[config.mk]
export PLATFORM = sky130hd
export DESIGN_NAME = idar_ctrl
export DESIGN_NICKNAME = d
export VERILOG_FILES = /design/src/hdl/idar_pkg.sv /design/src/hdl/idar_ctrl.sv
export SDC_FILE = /design/constraint.sdc
export NUM_CORES = 1
export LEC_CHECK = 0
export ABC_AREA = 0
export BUFFER_PORTS_ARGS = -buffer_cell sky130_fd_sc_hd__buf_2
export CORE_AREA = 2 2 39 41
export CTS_CLUSTER_DIAMETER = 80
export CTS_CLUSTER_SIZE = 25
export DETAILED_ROUTE_END_ITERATION = 16
export DIE_AREA = 0 0 41 43
export SYNTH_ARGS = -nofsm -noshare
export SYNTH_HDL_FRONTEND = slang
export SYNTH_SLANG_ARGS = --single-unit
[constraint.sdc]
create_clock -name clk_i -period 1.3 [get_ports clk_i]
set_input_delay 0.39 -clock clk_i [delete_from_list [all_inputs] [get_ports clk_i]]
set_output_delay 0.39 -clock clk_i [all_outputs]
set_load 0.02 [all_outputs]
[src/hdl/idar_pkg.sv]
package idar_pkg;

  localparam int unsigned COL_BITS = 3;
  localparam int unsigned ROW_WIDTH = 1 << COL_BITS;

  localparam logic FUNC_REQUEST  = 1'b0;
  localparam logic FUNC_SET_MODE = 1'b1;

  typedef struct packed {
    logic capture;
    logic commit;
    logic clr_step;
  } idar_cmd_t;

  typedef struct packed {
    logic out_free;
    logic leave;
    logic clr_last;
  } idar_sts_t;

endpackage

[src/hdl/idar_ctrl.sv]
module idar_ctrl (
  input  logic                  clk_i,
  input  logic                  rst_ni,
  input  logic                  req_valid_i,
  output logic                  req_ready_o,
  input  idar_pkg::idar_sts_t   sts_i,
  output idar_pkg::idar_cmd_t   cmd_o
);
  import idar_pkg::*;

  localparam logic [1:0] ST_IDLE   = 2'd0;
  localparam logic [1:0] ST_DECIDE = 2'd1;
  localparam logic [1:0] ST_CLEAR  = 2'd2;

  logic [1:0] state_q, state_d;

  assign req_ready_o = (state_q == ST_IDLE);

  always_comb begin
    state_d        = state_q;
    cmd_o.capture  = 1'b0;
    cmd_o.commit   = 1'b0;
    cmd_o.clr_step = 1'b0;
    case (state_q)
      ST_IDLE: begin
        if (req_valid_i) begin
          cmd_o.capture = 1'b1;
          state_d       = ST_DECIDE;
        end
      end
      ST_DECIDE: begin
        if (sts_i.out_free) begin
          cmd_o.commit = 1'b1;
          state_d      = sts_i.leave ? ST_CLEAR : ST_IDLE;
        end
      end
      ST_CLEAR: begin
        cmd_o.clr_step = 1'b1;
        if (sts_i.clr_last) begin
          state_d = ST_IDLE;
        end
      end
      default: begin
        state_d = ST_CLEAR;
      end
    endcase
  end

  always_ff @(posedge clk_i or negedge rst_ni) begin
    if (!rst_ni) begin
      state_q <= ST_CLEAR;
    end else begin
      state_q <= state_d;
    end
  end

endmodule

Yosys cells after proc, flatten, opt, wreduce, memory -nomap -nowiden
Index checks and enable logic that the tools add are counted.
{ "totals": {"reg_bits": 2, "in_bits": 6, "output_inout_bits": 4, "word_cells": 18} }
{ "op_classes": {"n_eq_ne": 5, "n_mux": 10, "n_reduce_logical": 2} }
{ "op_table": {"columns": ["cell", "count"], "rows": [
  ["2-bit 2-to-1 mux", 4],
  ["2-bit inequality test, second input constant", 3],
  ["2-bit case mux with 3 select lines", 1],
  ["1-bit 2-to-1 mux", 5],
  ["3-bit AND reduction", 1],
  ["2-bit by 1-bit equality test with 1-bit output, second input constant", 1],
  ["2-bit equality test, second input constant", 1],
  ["2-bit logical NOT", 1]
]} }

Longest topological paths before layout
Gate-level depths: netlist (run 1).
{ "depth": {"word_depth": 3, "mapped_depth": 2, "mapped_depth_nobuf": 2} }

Worst setup path after synthesis (run 1)
No wires, ideal clock.
{ "synth_timing": {"path_type": "reg2out", "from": "register state_q[0]", "to": "output port cmd_o[2] in the netlist's numbering", "arrival_ns": 1.026, "slack_ns": -0.116, "stages_incl_launch_ff": 3, "path_buffers": 0, "cell_sequence": "dfrtp_1 -> nor2_1 -> and2_1"} }
{ "synth_rtl": {"columns": ["item", "line", "text"], "rows": [
  ["start: declaration", "idar_ctrl.sv:15", "logic [1:0] state_q, state_d;"],
  ["start signal: assignment", "idar_ctrl.sv:53", "state_q <= state_d;"],
  ["end: declaration", "idar_ctrl.sv:7", "output idar_pkg::idar_cmd_t cmd_o"]
]} }

==> impl_metrics.json, run 1 <==
{
  "status": "finished, violations left",
  "failed_checks": "negative setup slack",
  "largest_reg_flops": 2,
  "core_area_sq_um": 1380,
  "setup_ws_ns": -0.139,
  "syn_nets": 19,
  "wl_um": 312,
  "critPathMaxFanout": 3,
  "tightestPinTransition_ns": 0.140,
  "end_kind": "output port",
  "areaGrowthSynthToFinish_pct": 123,
  "clk_latency_ns": 0.23,
  "drv_slew": 0,
  "via_per_inst": 3.22,
  "clock_skew_ns": 0.00945,
  "overflow": 0,
  "grt_pass1_wl_um": 476,
  "first_iter_violations": 0,
  "clk_pin_slew_ns": 0.03,
  "ys_types": 10,
  "std_cell_rows": 14,
  "arrival_ns": 1.05,
  "htreeDepth": 1,
  "firstDrtPassIters": 1,
  "fin_crit_ns": 1.44,
  "worst_ir_drop_vdd_mv": 0.332,
  "cts_tree": "done",
  "gp_congestion": 0.421,
  "antenna_found_initial": 0,
  "p_leak_nw": 0.120,
  "drc": 0,
  "die_area_sq_um": 1760,
  "path_cells": "nor2_2 -> and2_4 -> buf_6",
  "post_dp_cell_area_sq_um": 191,
  "top_register": "state_q",
  "yosysSeqAreaShare": 0.477,
  "grt_max_degree": 5,
  "synth_area_leaders": "dfstp_2, dfrtp_1, nand2b_1",
  "clk_path_buf_depth": 2,
  "post_synth.cell_area_avg_sq_um": 8.28,
  "nNetsFinal": 36,
  "start_util": 0.0778,
  "p_per_area_nw_per_um2": 2460,
  "max_freq_ghz": 0.695,
  "max_slew_margin": 0.906,
  "ant_nets": 0,
  "ys_seq_elements": 2,
  "grt_pass1_vias": 152,
  "drv_cap": 0,
  "numCtsBuffers": 3,
  "wl_per_cell_um": 6.93,
  "dr_total_vias": 145,
  "die_y_um": 43,
  "place_ws_ns": 0.0141,
  "crit_slowest_cell": "dfstp_2",
  "ys_warn_count": 0,
  "max_stage_delay_ns": 0.53,
  "syn_area_sq_um": 108,
  "n_antenna_cell": 0,
  "synth_top_area_cell": "dfstp_2",
  "fin_util": 0.174,
  "rsz0062_at_grt": "yes",
  "grt.total_usage": 0.0511,
  "final_common_cell": "buf_2",
  "dp_cells": 40,
  "syn-instance-count": 13,
  "yosysTopAreaCellShare": 0.244,
  "critPathRequiredTime_ns": 0.91,
  "top_regs": "state_q x2",
  "fin_cells": 45,
  "setup_viol": 4,
  "period_share": 1.11,
  "tns_ns": -0.422,
  "layout-drive-gt1-share": 0.586,
  "layout_common_cells": "buf_2, buf_4, clkbuf_4",
  "critical_path_class": "reg2out",
  "io_buffers": 9,
  "finalHoldViolCount": 0,
  "post_cts_buffers": 0,
  "hp-class": "in2reg",
  "finalInstanceArea_sq_um": 240,
  "cts_root_buf": "clkbuf_4",
  "die_w_um": 41,
  "worst_setup_path_start_kind": "flop",
  "ios": 10,
  "numClockSinks": 2
}
==> path summary, 6_finish.rpt <==
| kind | start | endpoint | slack, ns | cells after the start |
|---|---|---|---|---|
| setup / recovery | state_q[1]$_DFFE_PN1P_ | cmd_o[2] | -0.14 | 3 |
| min in group asynchronous | rst_ni | state_q[0]$_DFFE_PN0P_ | 0.47 | 2 |
| hold reg to reg | state_q[1]$_DFFE_PN1P_ | state_q[0]$_DFFE_PN0P_ | 0.64 | 2 |
| max in group asynchronous | rst_ni | state_q[1]$_DFFE_PN1P_ | 0.63 | 2 |
| setup reg to reg | state_q[0]$_DFFE_PN0P_ | state_q[0]$_DFFE_PN0P_ | 0.39 | 3 |
| hold / removal | sts_i[0] | state_q[1]$_DFFE_PN1P_ | 0.32 | 2 |
==> worst max-delay path, delay by kind of cell, from the launching register on <==
| family | cells | cell delay (ns) |
|---|---|---|
| buffers and inverters | 1 | 0.12 |
| flip-flops | 1 | 0.53 |
| AND/OR/NAND/NOR | 2 | 0.17 |
==> power breakdown <==
| part | internal (mW) | total [mW] | switching (mW) |
|---|---|---|---|
| sequential | 0.0997 | 0.128 | 0.0279 |
| clock | 0.114 | 0.153 | 0.0389 |
| combinational | 0.160 | 0.310 | 0.150 |
| total | 0.374 | 0.590 | 0.217 |
==> through the flow <==
| step | total power [mW] | hold WS [ns] |
|---|---|---|
| floorplan | 0.282 | 0.0944 |
| global placement | 0.391 | 0.176 |
| detailed placement | 0.396 | 0.181 |
| CTS | 0.592 | 0.314 |
| global route | 0.654 | 0.301 |
| finish | 0.590 | 0.315 |
==> cell type report <==
class	count	area, sq um
fillers	156	1140
repair buffers	12	81.3
multi-input cells	10	57.6
flip-flops and latches	2	51.3
clock buffers	4	26.3
well taps	16	20.0
inverters	1	3.75
==> per-layer routing <==
layer,wire length (um),track usage
met2,167,0.0688
met3,35,0.0157
met5,0,0
met1,109,0.0256
met4,0,0.120
==> Yosys cell counts <==
cell type and instances:
dfstp_2 1, nand2b_1 2, nor2_1 2, nor2b_1 1, a21oi_1 2, dfrtp_1 1, inv_1 1, a31oi_1 1
and2_1 1, nand2_1 1
==> kinds of logic after synthesis <==
logic type | synth area share
AO/OA/AOI/OAI | 0.151
flip-flops | 0.477
buffers and inverters | 0.0349
AND/OR/NAND/NOR | 0.337
==> repair_timing <==
| item | in CTS | in global routing |
|---|---|---|
| pin swaps | 2 | 0 |
| resized for setup | 4 | 1 |
| endpoints found under the hold margin | 1 | 0 |
| setup endpoints to repair | 4 | 4 |
| hold buffers | 1 | 0 |
Power figures use the tool's default switching activity.
==> inputs of run 2 (changes only) <==
Settings changed: CORE_AREA 2 2 39 41 to 10 10 47 49, DIE_AREA 0 0 41 43 to 0 0 57 59.
==> impl_metrics.json, run 2 (synthesis results as in run 1) <==
{
  "setup_viol": 4,
  "worst_setup_path_start_kind": "flop",
  "layout-drive-gt1-share": 0.633,
  "htreeDepth": 1,
  "max_freq_ghz": 0.686,
  "nNetsFinal": 37,
  "period_share": 1.12,
  "cts_root_buf": "clkbuf_4",
  "path_cells": "nor2_2 -> and2_4 -> buf_6",
  "finalHoldViolCount": 0,
  "fin_cells": 46,
  "antenna_found_initial": 0,
  "fin_crit_ns": 1.46,
  "wl_um": 444,
  "ios": 10,
  "tns_ns": -0.448,
  "multiInputGateArea_sq_um": 60.1,
  "p_per_area_nw_per_um2": 2500,
  "die_y_um": 59,
  "status": "finished, violations left",
  "critical_path_class": "reg2out",
  "ff_latch_area_sq_um": 51.3,
  "drv_cap": 0,
  "clk_pin_slew_ns": 0.03,
  "ff2ff_path_depth": 4,
  "critPathRequiredTime_ns": 0.91,
  "io_buffers": 9,
  "max_stage_delay_ns": 0.54,
  "top_layer": "met3",
  "die_w_um": 57,
  "hp-class": "in2reg",
  "drv_slew": 0,
  "numCtsBuffers": 3,
  "tightestPinTransition_ns": 0.140,
  "gp_congestion": 0.624,
  "crit_slowest_cell": "dfstp_2",
  "grt_max_degree": 5,
  "core_area_sq_um": 1400,
  "wl_met2_um": 183,
  "clock_skew_ns": 0.00656,
  "grt.total_usage": 0.0329,
  "rsz0062_at_grt": "yes",
  "layout_common_cells": "buf_2, buf_4, clkbuf_4, buf_6",
  "fin_util": 0.186,
  "hold_depth": 2,
  "grt_pass1_vias": 178,
  "worst_ir_drop_vdd_mv": 0.403,
  "first_iter_violations": 1,
  "final_common_cell": "buf_2",
  "areaGrowthSynthToFinish_pct": 142,
  "numClockSinks": 2,
  "via_per_inst": 3.37,
  "end_kind": "output port",
  "start_util": 0.0768,
  "dr_total_vias": 155,
  "firstDrtPassIters": 2,
  "wl_met1_um": 166,
  "p_leak_nw": 0.127,
  "p_total_uw": 651,
  "wl_per_cell_um": 9.65,
  "whs_ns": 0.320,
  "clk_path_buf_depth": 2,
  "wl_met3_um": 94,
  "clk_latency_ns": 0.23,
  "grt_pass1_wl_um": 703,
  "dp_cells": 40,
  "largest_reg_flops": 2,
  "cts_tree": "done",
  "n_antenna_cell": 0,
  "std_cell_rows": 14,
  "arrival_ns": 1.07,
  "die_area_sq_um": 3360,
  "top_regs": "state_q x2",
  "top_register": "state_q",
  "setup_ws_ns": -0.157,
  "overflow": 0,
  "critPathMaxFanout": 3,
  "drc": 0,
  "ant_nets": 0,
  "fill_cells": 160,
  "failed_checks": "negative setup slack",
  "hpwlAfterDp_um": 319,
  "max_slew_margin": 0.906
}
[run 2: per-stage QoR]
| stage | worst slack [ns] | cell area, sq um |
|---|---|---|
| after global routing | -0.208 | 260 |
| final | -0.157 | 260 |
| after global placement | 0.0270 | 191 |
| after CTS | -0.160 | 258 |
| after detailed placement | 0.0189 | 191 |
| after floorplan | 0.0235 | 111 |
[run 2: layout make-up]
| type | count | share of cell area |
|---|---|---|
| clock buffer | 4 | 0.101 |
| tap | 16 | 0.0769 |
| sequential | 2 | 0.197 |
| timing repair buffer | 13 | 0.380 |
| multi-input combinational | 10 | 0.231 |
| inverter | 1 | 0.0144 |
[run 2: worst max-delay path: cells and delay by family (launching register included)]
family / cells / cell delay [ns]
flops: 1 / 0.54
simple gates: 2 / 0.18
buf+inv: 1 / 0.12
[run 2: layer usage]
metal	GRT usage	up-vias
met2	0.0388	9
li1	-	76
met4	0.0403	0
met1	0.0227	70
met5	0	-
met3	0.0429	0
[run 2: repair_timing]
item	CTS	global route
gates resized for setup	8	1
gates cloned	0	0
endpoints found under the hold margin	1	0
pin swaps	2	0
endpoints found under the setup margin	4	4
hold buffers	1	0
setup buffers	1	0
[run 2: path summary, 6_finish.rpt]
check	start	endpoint	slack (ns)
worst max-delay path	state_q[1]$_DFFE_PN1P_	cmd_o[2]	-0.16
worst min-delay path	sts_i[0]	state_q[1]$_DFFE_PN1P_	0.32
worst max register to register	state_q[1]$_DFFE_PN1P_	state_q[1]$_DFFE_PN1P_	0.34
worst min register to register	state_q[0]$_DFFE_PN0P_	state_q[1]$_DFFE_PN1P_	0.67
max in group asynchronous	rst_ni	state_q[1]$_DFFE_PN1P_	0.64
min in group asynchronous	rst_ni	state_q[0]$_DFFE_PN0P_	0.47
[run 2: power breakdown]
part           internal (mW)  switching (mW)  total [mW]  leakage (nW)
clock                  0.115          0.0441       0.159        0.0150
combinational          0.195           0.167       0.362        0.0889
sequential             0.100          0.0303       0.130        0.0227
total                  0.410           0.241       0.651         0.127
